`config.mk`:
```
export PLATFORM = sky130hd
export DESIGN_NAME = lzss_ctrl
export DESIGN_NICKNAME = d
export VERILOG_FILES = /design/src/rtl/core/lzss_pkg.sv /design/src/rtl/core/lzss_ctrl.sv
export SDC_FILE = /design/constraint.sdc
export NUM_CORES = 1
export LEC_CHECK = 0
export ABC_AREA = 1
export BUFFER_PORTS_ARGS = -buffer_cell sky130_fd_sc_hd__buf_4
export CAP_MARGIN = 0
export CORE_ASPECT_RATIO = 1.2
export CORE_MARGIN = 2
export CORE_UTILIZATION = 40
export CTS_CLUSTER_SIZE = 30
export DETAILED_ROUTE_END_ITERATION = 10
export MAX_ROUTING_LAYER = met4
export PLACE_DENSITY = 0.67
export SLEW_MARGIN = 20
export SYNTH_ARGS = -nofsm -noshare
export SYNTH_HDL_FRONTEND = slang
export SYNTH_SLANG_ARGS = --single-unit
```
`constraint.sdc`:
```
create_clock -name clk -period 6.7 [get_ports clk]
set_input_delay 1.005 -clock clk [delete_from_list [all_inputs] [get_ports clk]]
set_output_delay 1.005 -clock clk [all_outputs]
set_load 0.02 [all_outputs]
```
`src/rtl/core/lzss_pkg.sv`:
```
package lzss_pkg;

    // Byte and length widths fixed by the stream format.
    localparam int unsigned BYTE_W    = 8;
    localparam int unsigned POS_W     = 12;
    localparam int unsigned LEN_W     = 5;
    localparam int unsigned MIN_MATCH = 3;

    // Flag byte handling: the upper byte marks that flag bits remain.
    localparam logic [7:0] FLAG_FILL = 8'hff;

    // Initial ring contents: spaces, with a zero tail.
    localparam logic [7:0] SPACE_BYTE = 8'h20;
    localparam logic [7:0] ZERO_BYTE  = 8'h00;

    // One compressed byte of the input stream.
    typedef struct packed {
        logic [7:0] in_byte;
        logic       last_of_stream;
    } in_item_t;

    // One decompressed byte of the output stream.
    typedef struct packed {
        logic [7:0] out_byte;
        logic       last_of_run;
    } out_item_t;

    // Control from the parser to the history ring.
    typedef struct packed {
        logic rd_en;
        logic wr_en;
        logic restore;
    } ring_cmd_t;

endpackage

```
`src/rtl/core/lzss_ctrl.sv`:
```
module lzss_ctrl #(
    parameter int ADDR_W    = 12,
    parameter int MAX_MATCH = 18
) (
    input  logic                  clk,
    input  logic                  rst_n,
    input  logic                  item_valid,
    output logic                  item_ready,
    input  lzss_pkg::in_item_t    item,
    output logic                  result_valid,
    input  logic                  result_ready,
    output lzss_pkg::out_item_t   result,
    output lzss_pkg::ring_cmd_t   ring_cmd,
    output logic [ADDR_W-1:0]     ring_rd_addr,
    output logic [7:0]            ring_wr_data,
    input  logic [7:0]            ring_rd_data
);

    localparam int unsigned LEN_W = lzss_pkg::LEN_W;
    localparam logic [LEN_W-1:0] MAX_LEN = LEN_W'(MAX_MATCH);
    localparam logic [LEN_W-1:0] MIN_LEN = LEN_W'(lzss_pkg::MIN_MATCH);

    typedef enum logic [1:0] {
        ST_PARSE = 2'b01,
        ST_COPY  = 2'b10
    } state_t;

    state_t                 state_reg, state_next;
    logic [15:0]            flag_reg, flag_next;
    logic                   phase_reg, phase_next;
    logic [7:0]             low_reg, low_next;
    logic [ADDR_W-1:0]      src_reg, src_next;
    logic [LEN_W-1:0]       left_reg, left_next;
    logic                   copy_last_reg, copy_last_next;

    logic                   arr_valid_reg, arr_valid_next;
    logic                   arr_lit_reg, arr_lit_next;
    logic [7:0]             arr_byte_reg, arr_byte_next;
    logic                   arr_end_reg, arr_end_next;
    logic                   arr_restore_reg, arr_restore_next;

    lzss_pkg::out_item_t    fifo_reg [2];
    logic                   wr_ptr_reg;
    logic                   rd_ptr_reg;
    logic [1:0]             count_reg;
    logic                   push;
    logic                   pop;
    logic [2:0]             occupied;
    logic [2:0]             limit;
    logic                   space;
    logic                   accept;
    logic                   restore_now;
    logic [lzss_pkg::POS_W-1:0] pos;
    logic [LEN_W-1:0]       len_raw;
    logic [LEN_W-1:0]       len;
    lzss_pkg::out_item_t    push_item;

    // Room in the output queue for everything already in flight plus one.
    assign pop      = result_valid && result_ready;
    assign push     = arr_valid_reg;
    assign occupied = {1'b0, count_reg} + {2'b00, arr_valid_reg};
    assign limit    = 3'd2 + {2'b00, pop};
    assign space    = occupied < limit;

    assign item_ready = (state_reg == ST_PARSE) && space
                        && !(arr_valid_reg && arr_restore_reg);
    assign accept     = item_valid && item_ready;

    // Reference fields from the held low byte and the current byte.
    assign pos     = {item.in_byte[7:4], low_reg};
    assign len_raw = {1'b0, item.in_byte[3:0]} + MIN_LEN;
    assign len     = (len_raw > MAX_LEN) ? MAX_LEN : len_raw;

    // Arriving byte: a literal from the parser or a copy from the ring.
    assign ring_wr_data       = arr_lit_reg ? arr_byte_reg : ring_rd_data;
    assign push_item.out_byte    = ring_wr_data;
    assign push_item.last_of_run = arr_end_reg;

    // Parser and copy sequencer.
    always_comb
    begin
        state_next       = state_reg;
        flag_next        = flag_reg;
        phase_next       = phase_reg;
        low_next         = low_reg;
        src_next         = src_reg;
        left_next        = left_reg;
        copy_last_next   = copy_last_reg;
        arr_valid_next   = 1'b0;
        arr_lit_next     = 1'b0;
        arr_byte_next    = arr_byte_reg;
        arr_end_next     = 1'b0;
        arr_restore_next = 1'b0;
        restore_now      = 1'b0;
        ring_cmd.rd_en   = 1'b0;
        ring_rd_addr     = src_reg;

        unique case (state_reg)
            ST_PARSE:
            begin
                if (accept)
                begin
                    if (phase_reg)
                    begin
                        src_next       = ADDR_W'(pos);
                        left_next      = len;
                        copy_last_next = item.last_of_stream;
                        flag_next      = flag_reg >> 1;
                        phase_next     = 1'b0;
                        state_next     = ST_COPY;
                    end
                    else if (!flag_reg[8])
                    begin
                        flag_next   = {lzss_pkg::FLAG_FILL, item.in_byte};
                        restore_now = item.last_of_stream;
                    end
                    else if (flag_reg[0])
                    begin
                        arr_valid_next   = 1'b1;
                        arr_lit_next     = 1'b1;
                        arr_byte_next    = item.in_byte;
                        arr_end_next     = 1'b1;
                        arr_restore_next = item.last_of_stream;
                        flag_next        = flag_reg >> 1;
                    end
                    else
                    begin
                        low_next    = item.in_byte;
                        phase_next  = 1'b1;
                        restore_now = item.last_of_stream;
                    end

                    // The parser restarts at once; the ring follows its last write.
                    if (item.last_of_stream)
                    begin
                        flag_next  = '0;
                        phase_next = 1'b0;
                        low_next   = '0;
                    end
                end
            end
            ST_COPY:
            begin
                if (space)
                begin
                    ring_cmd.rd_en   = 1'b1;
                    arr_valid_next   = 1'b1;
                    arr_end_next     = (left_reg == LEN_W'(1));
                    arr_restore_next = (left_reg == LEN_W'(1)) && copy_last_reg;
                    src_next         = src_reg + 1'b1;
                    left_next        = left_reg - 1'b1;
                    if (left_reg == LEN_W'(1))
                    begin
                        state_next = ST_PARSE;
                    end
                end
            end
            default:
            begin
                state_next = ST_PARSE;
            end
        endcase

        ring_cmd.wr_en   = arr_valid_reg;
        ring_cmd.restore = restore_now || (arr_valid_reg && arr_restore_reg);
    end

    always_ff @(posedge clk or negedge rst_n)
    begin
        if (!rst_n)
        begin
            state_reg       <= ST_PARSE;
            flag_reg        <= '0;
            phase_reg       <= 1'b0;
            low_reg         <= '0;
            left_reg        <= '0;
            copy_last_reg   <= 1'b0;
            arr_valid_reg   <= 1'b0;
            arr_lit_reg     <= 1'b0;
            arr_end_reg     <= 1'b0;
            arr_restore_reg <= 1'b0;
        end
        else
        begin
            state_reg       <= state_next;
            flag_reg        <= flag_next;
            phase_reg       <= phase_next;
            low_reg         <= low_next;
            left_reg        <= left_next;
            copy_last_reg   <= copy_last_next;
            arr_valid_reg   <= arr_valid_next;
            arr_lit_reg     <= arr_lit_next;
            arr_end_reg     <= arr_end_next;
            arr_restore_reg <= arr_restore_next;
        end
    end

    // Payload registers of the sequencer.
    always_ff @(posedge clk)
    begin
        src_reg      <= src_next;
        arr_byte_reg <= arr_byte_next;
    end

    // Two-entry output queue decoupling the ring from the result channel.
    always_ff @(posedge clk)
    begin
        if (push)
        begin
            fifo_reg[wr_ptr_reg] <= push_item;
        end
    end

    always_ff @(posedge clk or negedge rst_n)
    begin
        if (!rst_n)
        begin
            wr_ptr_reg <= 1'b0;
            rd_ptr_reg <= 1'b0;
            count_reg  <= '0;
        end
        else
        begin
            if (push)
            begin
                wr_ptr_reg <= !wr_ptr_reg;
            end
            if (pop)
            begin
                rd_ptr_reg <= !rd_ptr_reg;
            end
            count_reg <= count_reg + {1'b0, push} - {1'b0, pop};
        end
    end

    assign result_valid = (count_reg != 2'd0);
    assign result       = fifo_reg[rd_ptr_reg];

endmodule

```
Word level (Yosys, flattened, before mapping)
Memory sizes are Yosys's and may differ from the RTL's.
Cells that the tools add are included.
{"block": "classes", "reduce_logical": 20, "order_cmp": 2, "n_addsub": 7, "muxes": 50, "bitwise": 1, "n_eq_ne": 10}
{"operator": "16-bit 2-to-1 mux", "n": 4}
{"operator": "8-bit 2-to-1 mux", "n": 5}
{"operator": "12-bit 2-to-1 mux", "n": 3}
{"operator": "1-bit 2-to-1 mux", "n": 24}
{"operator": "12-bit case mux with 2 select lines", "n": 1}
{"operator": "5-bit 2-to-1 mux", "n": 4}
{"operator": "12-bit by 1-bit adder with 12-bit output, second input constant", "n": 1}
{"operator": "2-bit != test, second input constant", "n": 6}
{"operator": "5-bit case mux with 2 select lines", "n": 1}
{"operator": "5-bit AND reduction", "n": 2}
{"operator": "2-bit 2-to-1 mux", "n": 4}
{"operator": "4-bit AND reduction", "n": 2}
{"operator": "1-bit logical AND", "n": 6}
{"operator": "1-bit case mux with 2 select lines", "n": 3}
{"operator": "3-bit AND reduction", "n": 2}
{"operator": "2-bit nonzero test", "n": 3}
{"operator": "4-bit by 2-bit adder with 5-bit output, second input constant", "n": 1}
{"operator": "5-bit by 1-bit equality test with 1-bit output, second input constant", "n": 1}
{"operator": "5-bit greater-than comparator, second input constant", "n": 1}
{"operator": "5-bit by 1-bit subtractor with 5-bit output, second input constant", "n": 1}
{"operator": "4-bit by 3-bit != test with 1-bit output, second input constant", "n": 1}
{"operator": "2-bit case mux with 2 select lines", "n": 1}
{"operator": "2-bit by 1-bit adder with 3-bit output", "n": 1}
{"operator": "2-bit by 1-bit adder with 3-bit output, first input constant", "n": 1}
{"operator": "9 further kinds", "n": 11}
{"block": "word_totals", "mem_count": 1, "ff_bits": 61, "input_bits": 21, "ram_bits": 18, "output_inout_bits": 34}
{"name": "fifo_reg", "words": 2, "word_bits": 9, "rd": 1, "rd_clocked_by_memory_dff": 0, "wr": 1, "line_no": "lzss_ctrl.sv:42", "source": "lzss_pkg::out_item_t fifo_reg [2];"}

Logic depth before layout (Yosys ltp)
{"block": "depth", "word_depth": 10, "ltp_mapped": 11}

Worst setup path after synthesis
Ideal clock, no wire load.
{"block": "synth_path", "path_kind": "in2out", "startpoint": "in result_ready", "endpoint": "out ring_cmd[0] (netlist name)", "setup_slack_ns": 3.680, "arrival_time_ns": 2.015, "path_stages": 5, "required_ns": 5.695, "cell_sequence": "nand3_1 nand2_2 nand4_4 buf_2 o21ai_0"}
{"item": "from (decl)", "line_no": "lzss_ctrl.sv:11", "source": "input logic result_ready,"}
{"item": "to (decl)", "line_no": "lzss_ctrl.sv:13", "source": "output lzss_pkg::ring_cmd_t ring_cmd,"}

==> impl_metrics.py <==
metrics = {
    "placement": {
        "placed_cells": 563,
        "place_congestion": 0.871,
        "numPortBuffers": 54,
        "dp_hpwl_um": 5920,
    },
    "yosys": {
        "synthesis.area_um2": 3800,
        "ys_ff_latch": 79,
        "syn_nets": 427,
        "synth_area_per_cell_um2": 9.63,
        "ys_seq_area_frac": 0.570,
        "yosysUniqueCellTypes": 35,
        "syn_inst": 395,
        "yosys_warnings": 0,
    },
    "detailed_routing": {
        "vias": 2829,
        "first_iter_violations": 116,
        "routed_wl_um": 7860,
        "vias_per_cell": 4.89,
        "firstDrtPassIters": 4,
        "final_antenna_net_count": 0,
        "drc_errors": 0,
        "post_drt_wl_per_cell_um": 13.6,
    },
    "worst_setup_path": {
        "critPathRequiredTime_ns": 5.69,
        "reg2reg_from": "arr_valid_reg",
        "ff2ff_path_depth": 7,
        "startpoint_type": "register",
        "worstSetupPathType": "register to primary output",
        "cp-end-kind": "primary output",
        "reg2reg_to": "ring_rd_addr[1]",
        "cp_max_fo": 24,
        "critPathArrivalTime_ns": 2.17,
        "rrSetupSlack_ns": 4.23,
    },
    "clock_tree": {
        "cts.clk_slew.worst_paths_ns": 0.06,
        "cts_buffers": 9,
        "clk_path_buf_depth": 2,
        "cts_tree": "built",
        "post-cts-setup-buffers": 0,
        "clock_latency_ns": 0.34,
        "htree_levels": 3,
        "clock-root-buffer": "clkbuf_16",
        "numClockSinks": 79,
        "cts.repair.resized": 0,
        "post_cts_hold_buffer_count": 0,
    },
    "global_route": {
        "grtUsageMet3": 0.0265,
        "grtUsageMet1": 0.204,
        "grt_pass1_vias": 2892,
        "grt_overflow": 0,
        "grt_antenna_before_repair": 0,
        "grt_start_max_net_pins": 42,
        "top_usage_layer": "met2",
        "grt_first_pass_wirelength_um": 13600,
        "grt_usage": 0.174,
        "met2_usage": 0.286,
    },
    "outcome": {
        "status": "completed",
    },
    "layout": {
        "fillers": 886,
        "regArea_um2": 2170,
        "post-route-util": 0.492,
        "antenna_cells": 0,
        "final_common_cell": "nand2_1",
        "layout_common_cells": "nand2_1, buf_4, o21ai_0",
        "largest_reg_flops": 18,
        "drive_above_1_share": 0.204,
        "final_cells": 579,
        "multi_input_area_um2": 1420,
        "syn_to_final_growth_pct": 21.1,
        "fin_nets": 483,
    },
    "hold_path": {
        "hold_end": "fifo_reg[1][0]",
        "hold_depth": 0,
        "hold_path_class": "register to register",
        "worstHoldStart": "arr_end_reg",
    },
    "pwr": {
        "p_leak_nw": 2.09,
        "power_mw": 1.94,
        "power.density_nw_per_um2": 420,
        "irDropWorstVdd_uv": 167,
    },
    "die": {
        "initial_core_util": 0.406,
        "die_area_um2": 10300,
        "die_w_um": 93.0,
        "fp.coreArea_um2": 9370,
        "rows": 39,
        "die_h_um": 111,
        "num_io_pins": 55,
    },
    "timing": {
        "max_slew_margin": 0.479,
        "clock_skew_ns": 0.00674,
        "tns_ns": 0,
        "setup_violations": 0,
        "tightest_slew_ns": 0.779,
        "slew_violations": 0,
        "hold_viol": 0,
        "period_share": 0.473,
        "fmax_mhz": 315,
        "rsz0062_at_grt": "false",
        "layout_min_cycle_time_ns": 3.17,
    },
    "run": {
        "drv_cap": 0,
    },
}
-- where the power goes --
group          leakage, nW  switching, mW  internal, mW
Sequential           0.879          0.106         0.666
Clock                0.132          0.188         0.286
Combinational         1.08          0.438         0.253
-- metal layers --
metal | share of wire | wire (um) | vias to the layer above
met5 | 0 | 0 | -
met2 | 0.52 | 4080 | 51
met4 | 0.029 | 226 | 0
met1 | 0.42 | 3290 | 1350
met3 | 0.033 | 261 | 16
li1 | - | - | 1412
-- critical path, stage by stage (launching register included) --
cell	delay [ns]
dfstp_2	0.54
inv_1	0.04
ha_1	0.36
inv_1	0.53
nor2_1	0.16
buf_4	0.19
-- area by class of cell --
cell class	count	share of cell area
repair buffers	54	0.0880
inverters	44	0.0361
well taps	123	0.0334
flip-flops and latches	79	0.471
clock inverters	6	0.0133
clock buffers	10	0.0497
multi-input cells	263	0.309
-- cells by family (layout without fill, tap and decap cells) --
family | after synthesis | count (layout) | synth area share
AOI/OAI and AO/OA | 62 | 62 | 0.0868
xor gates and xnor gates | 16 | 16 | 0.0368
adders and majority gates | 11 | 11 | 0.0362
buffers and inverters | 53 | 114 | 0.0559
DFF | 79 | 79 | 0.570
muxes | 8 | 8 | 0.0237
and+or+nand+nor | 166 | 166 | 0.191
-- per-stage QoR --
step / setup slack [ns] / cell area [um2] / hold slack, ns
final: 3.53 / 4610 / 0.459
after global routing: 3.32 / 4610 / 0.463
after CTS: 3.50 / 4610 / 0.452
after detailed placement: 3.73 / 4320 / 0.439
after global placement: 3.78 / 4320 / 0.428
after floorplan: 3.68 / 3800 / 0.420
-- cell usage after synthesis --
| library cell | number | area share |
|---|---|---|
| edfxtp_1 | 38 | 0.30 |
| xnor2_1 | 3 | 0.0069 |
| o31ai_1 | 1 | 0.0020 |
| mux2_2 | 8 | 0.024 |
| nand4_4 | 1 | 0.0056 |
| ha_1 | 11 | 0.036 |
| nand3b_1 | 1 | 0.0020 |
| buf_4 | 1 | 0.0020 |
| clkinv_1 | 1 | 0.00099 |
| xor2_1 | 13 | 0.030 |
| o211ai_1 | 1 | 0.0020 |
| nor2_4 | 1 | 0.0030 |
| inv_2 | 2 | 0.0020 |
| nor4_4 | 1 | 0.0056 |
| o21ai_1 | 7 | 0.0092 |
| inv_1 | 40 | 0.039 |
| nor2_2 | 2 | 0.0033 |
| or2_2 | 1 | 0.0016 |
| nor2_1 | 23 | 0.023 |
| clkbuf_1 | 6 | 0.0059 |
| dfrtp_1 | 40 | 0.26 |
| nor3_1 | 5 | 0.0066 |
| o22ai_1 | 7 | 0.012 |
| a22oi_1 | 1 | 0.0020 |
| nand2_2 | 6 | 0.0099 |
| a21oi_2 | 1 | 0.0023 |
| o21ai_0 | 41 | 0.054 |
| clkinv_2 | 1 | 0.0013 |
| nand3_1 | 20 | 0.026 |
| nand2_1 | 104 | 0.10 |
| a21oi_1 | 3 | 0.0039 |
| buf_2 | 1 | 0.0013 |
| and3_1 | 1 | 0.0016 |
| buf_6 | 1 | 0.0030 |
| dfstp_2 | 1 | 0.0069 |
-- worst max path at each step --
| stage | slack (ns) | cells after the start | from | end |
|---|---|---|---|---|
| after floorplan | 3.68 | 5 | result_ready | ring_cmd[0] |
| after global placement | 3.78 | 6 | result_ready | ring_cmd[0] |
| after detailed placement | 3.73 | 6 | result_ready | ring_cmd[0] |
| after CTS | 3.50 | 5 | state_reg[0] | ring_cmd[2] |
| after global routing | 3.32 | 5 | state_reg[0] | ring_cmd[2] |
| final | 3.53 | 5 | state_reg[0] | ring_cmd[2] |
Power figures use the tool's default switching activity.
